===== config.mk =====
export PLATFORM = sky130hd
export DESIGN_NAME = sit_div
export DESIGN_NICKNAME = d
export VERILOG_FILES = /design/src/sit_pkg.sv /design/src/sit_div.sv
export SDC_FILE = /design/constraint.sdc
export NUM_CORES = 2
export LEC_CHECK = 0
export BUFFER_PORTS_ARGS = -buffer_cell sky130_fd_sc_hd__buf_2
export CORE_UTILIZATION = 60
export DETAILED_ROUTE_END_ITERATION = 10
export PLACE_DENSITY = 0.81
export SYNTH_ARGS = -nofsm -noshare
export SYNTH_HDL_FRONTEND = slang
export SYNTH_SLANG_ARGS = --single-unit

===== constraint.sdc =====
create_clock -name clk_i -period 7.35 [get_ports clk_i]
set_clock_uncertainty 0.15 [all_clocks]
set_input_delay 0.3675 -clock clk_i [delete_from_list [all_inputs] [get_ports clk_i]]
set_output_delay 0.3675 -clock clk_i [all_outputs]
set_load 0.01 [all_outputs]

===== src/sit_pkg.sv =====
// Shared constants, types and helpers of the segment intersection test unit.
package sit_pkg;

  localparam int CW = 16;
  localparam int IN_W = 16;
  localparam int FRAC = 16;
  localparam int DW = CW + 1;
  localparam int PW = 2 * DW;
  localparam int SW = PW + 1;
  localparam int NW = DW + SW + 2;
  localparam int DENW = SW;
  localparam int QW = 32;
  localparam int HIW = NW + FRAC - QW;
  localparam int DIV_STEP = 2;
  localparam int DIV_STG = QW / DIV_STEP;
  localparam int DIV_LAT = DIV_STG + 2;
  localparam int GEOM_LAT = 5;
  localparam int LAT = GEOM_LAT + DIV_LAT;
  localparam int NCRD = 8;
  localparam int OUT_W = 72;

  typedef logic signed [CW-1:0] crd_t;

  typedef struct packed {
    logic                   hit;
    logic                   par;
    logic signed [NW-1:0]   nx;
    logic signed [NW-1:0]   ny;
    logic signed [SW-1:0]   det;
  } geom_out_t;

  typedef struct packed {
    logic [QW-1:0] q;
    logic          ovf;
    logic          neg;
  } div_res_t;

  typedef struct packed {
    logic hit;
    logic par;
  } side_t;

  function automatic logic signed [DW-1:0] sx(input logic signed [CW-1:0] v);
    return DW'(v);
  endfunction

endpackage


===== src/sit_div.sv =====
// Pipelined fixed-point divider lane, two quotient bits per stage.
module sit_div (
  input  logic                              clk_i,
  input  logic                              en_i,
  input  logic signed [sit_pkg::NW-1:0]     num_i,
  input  logic signed [sit_pkg::SW-1:0]     den_i,
  output sit_pkg::div_res_t                 res_o
);

  localparam int NW = sit_pkg::NW;
  localparam int SW = sit_pkg::SW;
  localparam int DENW = sit_pkg::DENW;
  localparam int QW = sit_pkg::QW;
  localparam int HIW = sit_pkg::HIW;
  localparam int FRAC = sit_pkg::FRAC;
  localparam int STG = sit_pkg::DIV_STG;

  // Magnitudes and result sign.
  logic [NW-1:0]   nmag_q;
  logic [DENW-1:0] dmag_p_q;
  logic            neg_p_q;

  always_ff @(posedge clk_i) begin
    if (en_i) begin
      nmag_q   <= num_i[NW-1] ? NW'(-num_i) : NW'(num_i);
      dmag_p_q <= den_i[SW-1] ? DENW'(-den_i) : DENW'(den_i);
      neg_p_q  <= num_i[NW-1] ^ den_i[SW-1];
    end
  end

  // Overflow check on the upper dividend part.
  logic [NW+FRAC-1:0] shd;
  logic [HIW-1:0]     hi;
  logic               ovf_c;

  logic [DENW-1:0] rem_q  [STG+1];
  logic [QW-1:0]   dq_q   [STG+1];
  logic [DENW-1:0] dmag_q [STG+1];
  logic            neg_q  [STG+1];
  logic            ovf_q  [STG+1];

  always_comb begin
    shd   = {nmag_q, FRAC'(0)};
    hi    = shd[NW+FRAC-1:QW];
    ovf_c = (hi >= HIW'(dmag_p_q));
  end

  always_ff @(posedge clk_i) begin
    if (en_i) begin
      rem_q[0]  <= ovf_c ? '0 : hi[DENW-1:0];
      dq_q[0]   <= shd[QW-1:0];
      dmag_q[0] <= dmag_p_q;
      neg_q[0]  <= neg_p_q;
      ovf_q[0]  <= ovf_c;
    end
  end

  for (genvar g = 0; g < STG; g++) begin : g_stg
    logic [DENW-1:0] r_c;
    logic [QW-1:0]   q_c;
    logic [DENW:0]   t;

    always_comb begin
      r_c = rem_q[g];
      q_c = dq_q[g];
      t   = '0;
      for (int k = 0; k < sit_pkg::DIV_STEP; k++) begin
        t   = {r_c, q_c[QW-1]};
        q_c = {q_c[QW-2:0], 1'b0};
        if (t >= {1'b0, dmag_q[g]}) begin
          t      = t - {1'b0, dmag_q[g]};
          q_c[0] = 1'b1;
        end
        r_c = t[DENW-1:0];
      end
    end

    always_ff @(posedge clk_i) begin
      if (en_i) begin
        rem_q[g+1]  <= r_c;
        dq_q[g+1]   <= q_c;
        dmag_q[g+1] <= dmag_q[g];
        neg_q[g+1]  <= neg_q[g];
        ovf_q[g+1]  <= ovf_q[g];
      end
    end
  end

  assign res_o.q   = dq_q[STG];
  assign res_o.ovf = ovf_q[STG] | (|rem_q[STG] & 1'b0) | (|dmag_q[STG] & 1'b0);
  assign res_o.neg = neg_q[STG];

endmodule


==> out/summary.txt <==
Largest delay share family, worst path: compound AO/OA/AOI/OAI gates
Synth Instances: 11,700
GR Overflow Total: 0
maxcap violations: 0
Clock Tree Root: clkbuf_16
Mean Syn Cell Area: 10.0 um^2
WS Path Type: reg2reg
CTS Sinks: 1,588
Setup TNS: 0 ns
DRC Markers: 0
status: finished clean
Rows: 161
initial antenna violation count: 4
synthesized cell area: 0.117 mm^2
Worst slew margin: 6.89%
largest area contributor in the netlist: edfxtp_1
P&R area growth vs syn: 11.2%
GPL Wtd Cong: 0.984
# IOs: 125
delay of the slowest critical-path stage: 0.47 ns
Synth area leaders: edfxtp_1 41%, ha_1 12%, xnor2_1 5.3%
Tmin final: 7.15 ns
Initial Utilization: 60.6%
worst skew pair latency: 0.88 ns
worst hold path type: in2reg
most common cell after layout, fill and taps aside: edfxtp_1
Synth warnings: 0
share of flip-flops with an asynchronous set or reset: 0%
crit end category: flip-flop
Yosys top cell area share: 40.8%
Final Hold Slack: 0.103 ns
Hold Crit Start: den_i[0]
synthesized flop and latch total: 1,588
Unique masters post-synth: 113
via count of the first global-routing pass: 93,400
core area: 0.193 mm^2
gr usage total: 32.9%
Final HPWL DP: 252 mm
initial DRC count: 7,883
CTS tree: yes
Critical Path AT: 7.62 ns
largest net degree at the start of global routing: 205
WP buf/inv: 2
most frequent cells in the layout: 1,588 x edfxtp_1, 1,148 x ha_1, 1,065 x a21oi_1
fin crit share: 97.3%
final setup violation count: 0
via count: 94,300
TritonCTS buffer count: 173
RR Endpoint: rem_q[0][76]$_DFFE_PP_
worst r2r src: dmag_q[0][35]$_DFFE_PP_
highest clock rate: 0.140 GHz
Post-Layout Cell Count: 14,800
most frequent CP cell: o21ai_0
DR WL/cell: 22.5 um
CTS HTree Levels: 4
Final Hold Vio Count: 0
R2R cell count: 25
via/cell ratio: 6.36
RSZ-0062 raised after global routing: yes
Least-Margin Pin Slew: 1.36 ns
CP max FO: 54
max-slew violations: 0
sequential fraction of the synthesis area: 40.8%
Clock transition at path regs: 0.06 ns
Port-buffer cells: 124
post-layout util: 67.3%
CP max-delay cell: edfxtp_1
die height: 444 um
Pre-antenna DRT Iters: 7
Worst R2R Setup Slack: 0.20 ns
Hold Path End: dmag_p_q[0]$_DFFE_PP_
first-pass GRT wire length: 511 mm
ys flop type: edfxtp_1
clock buffer depth: 3
Hold Crit Depth: 2
WL final: 334 mm
die width: 444 um
Total Nets Final: 13,400
full die area: 0.197 mm^2
CP startpoint kind: flip-flop
DRT antenna net count: 0
Placed Cells incl. Taps: 14,300
EDFF count, synth: 1,588
layout cells sized above 1: 10.8%
Net Count, Synth: 12,900
WP data required: 7.81 ns
-- synthesized netlist by cell type, types with 50 or more instances --
cell type,n
clkbuf_1,163
or3_1,58
nor2b_1,135
o21ai_0,832
nand4_1,156
nand2_1,839
inv_1,865
a31oi_1,103
ha_1,1148
edfxtp_1,1588
o21bai_1,137
xor2_1,282
nand2b_1,137
xnor2_1,713
a21o_1,581
and3_1,95
a211oi_1,90
nor2_1,681
nor3_1,150
o31ai_1,86
nand3_1,176
a21oi_1,1080
o211ai_1,50
mux2_2,484
buf_2,52
and2_1,82
o21a_1,162
-- layout make-up --
cell class | instances | area, um^2
diodes | 4 | 10.0
flip-flops and latches | 1588 | 47700
clock inverters | 128 | 1570
inverters | 872 | 3280
clock buffers | 194 | 4410
repair buffers | 554 | 4600
well taps | 2526 | 3160
multi-input cells | 8961 | 65400
fillers | 14300 | 63100
-- worst max path at each step --
stage | from | to | slack [ns] | cells after the start
after floorplan | dq_q[0][95]$_DFFE_PP_ | rem_q[0][138]$_DFFE_PP_ | 0.57 | 29
after global placement | dmag_q[0][420]$_DFFE_PP_ | rem_q[0][459]$_DFFE_PP_ | -0.06 | 25
after detailed placement | dmag_q[0][420]$_DFFE_PP_ | rem_q[0][459]$_DFFE_PP_ | -0.19 | 24
after CTS | dmag_q[0][420]$_DFFE_PP_ | rem_q[0][460]$_DFFE_PP_ | 0.01 | 24
after global routing | dq_q[0][95]$_DFFE_PP_ | rem_q[0][119]$_DFFE_PP_ | -0.12 | 26
final | dmag_q[0][35]$_DFFE_PP_ | rem_q[0][76]$_DFFE_PP_ | 0.20 | 25
-- registers in the layout, indices dropped and copies added (netlist names) --
| signal | count |
|---|---|
| nmag_q | 54 |
| rem_q | 560 |
| dmag_p_q | 35 |
| ovf_q | 17 |
| neg_q | 17 |
| neg_p_q | 1 |
| dmag_q | 560 |
| dq_q | 344 |
-- logic make-up (layout without fill, tap and decap cells) --
family	Yosys count	count (layout)	share of synthesized area [%]
multiplexers	537	537	5.13
other	0	4	0
adder cells (fa/ha/maj)	1172	1172	12.7
AND/OR/NAND/NOR	2707	2708	11.1
buffers and inverters	1115	1748	3.71
AO/OA/AOI/OAI	3546	3549	19.2
XOR/XNOR	995	995	7.45
flip-flops	1588	1588	40.8
-- worst register-to-register path: stages (launching register included) --
cell and delay, ns:
edfxtp_1 0.47, ha_1 0.24, inv_1 0.08, fa_1 0.21
a21oi_1 0.10, o2bb2ai_1 0.26, o21ai_1 0.21, a31o_2 0.32
o41ai_4 0.31, a211oi_2 0.16, o31a_1 0.38, o21ai_4 0.35
mux2_2 0.41, ha_1 0.34, nor2b_1 0.16, o21ai_0 0.29
a21oi_1 0.16, nor3_1 0.36, o21ba_2 0.25, o21ai_0 0.13
o21ai_0 0.34, a21boi_0 0.16, o221ai_1 0.17, and3b_2 0.25
buf_12 0.24, mux2_2 0.41
-- routing by layer --
| metal | GRT usage [%] | part of all wire [%] | vias up | wire [um] |
|---|---|---|---|---|
| met2 | 58.0 | 49 | 3896 | 164000 |
| met3 | 3.99 | 5.4 | 1308 | 18100 |
| li1 | - | - | 44300 | - |
| met5 | 0 | 0 | - | 0 |
| met1 | 36.9 | 38 | 44800 | 125000 |
| met4 | 22.9 | 7.9 | 0 | 26300 |
-- metrics by stage --
stage | area (um^2) | setup WS [ns]
after floorplan | 117000 | 0.571
after global placement | 122000 | -0.0627
after detailed placement | 122000 | -0.194
after CTS | 130000 | 0.0140
after global routing | 130000 | -0.116
final | 130000 | 0.196
-- repair_timing --
action / in CTS / in global routing
hold buffers: 152 / 0
hold endpoints to repair: 192 / 0
cloned: 0 / 5
resized for setup: 4 / 54
buffers inserted: 0 / 30
setup endpoints to repair: 54 / 365
pin swaps: 0 / 18
Power is not shown: default switching activity piles up to over one toggle a cycle in this logic, so the estimate is an artifact.
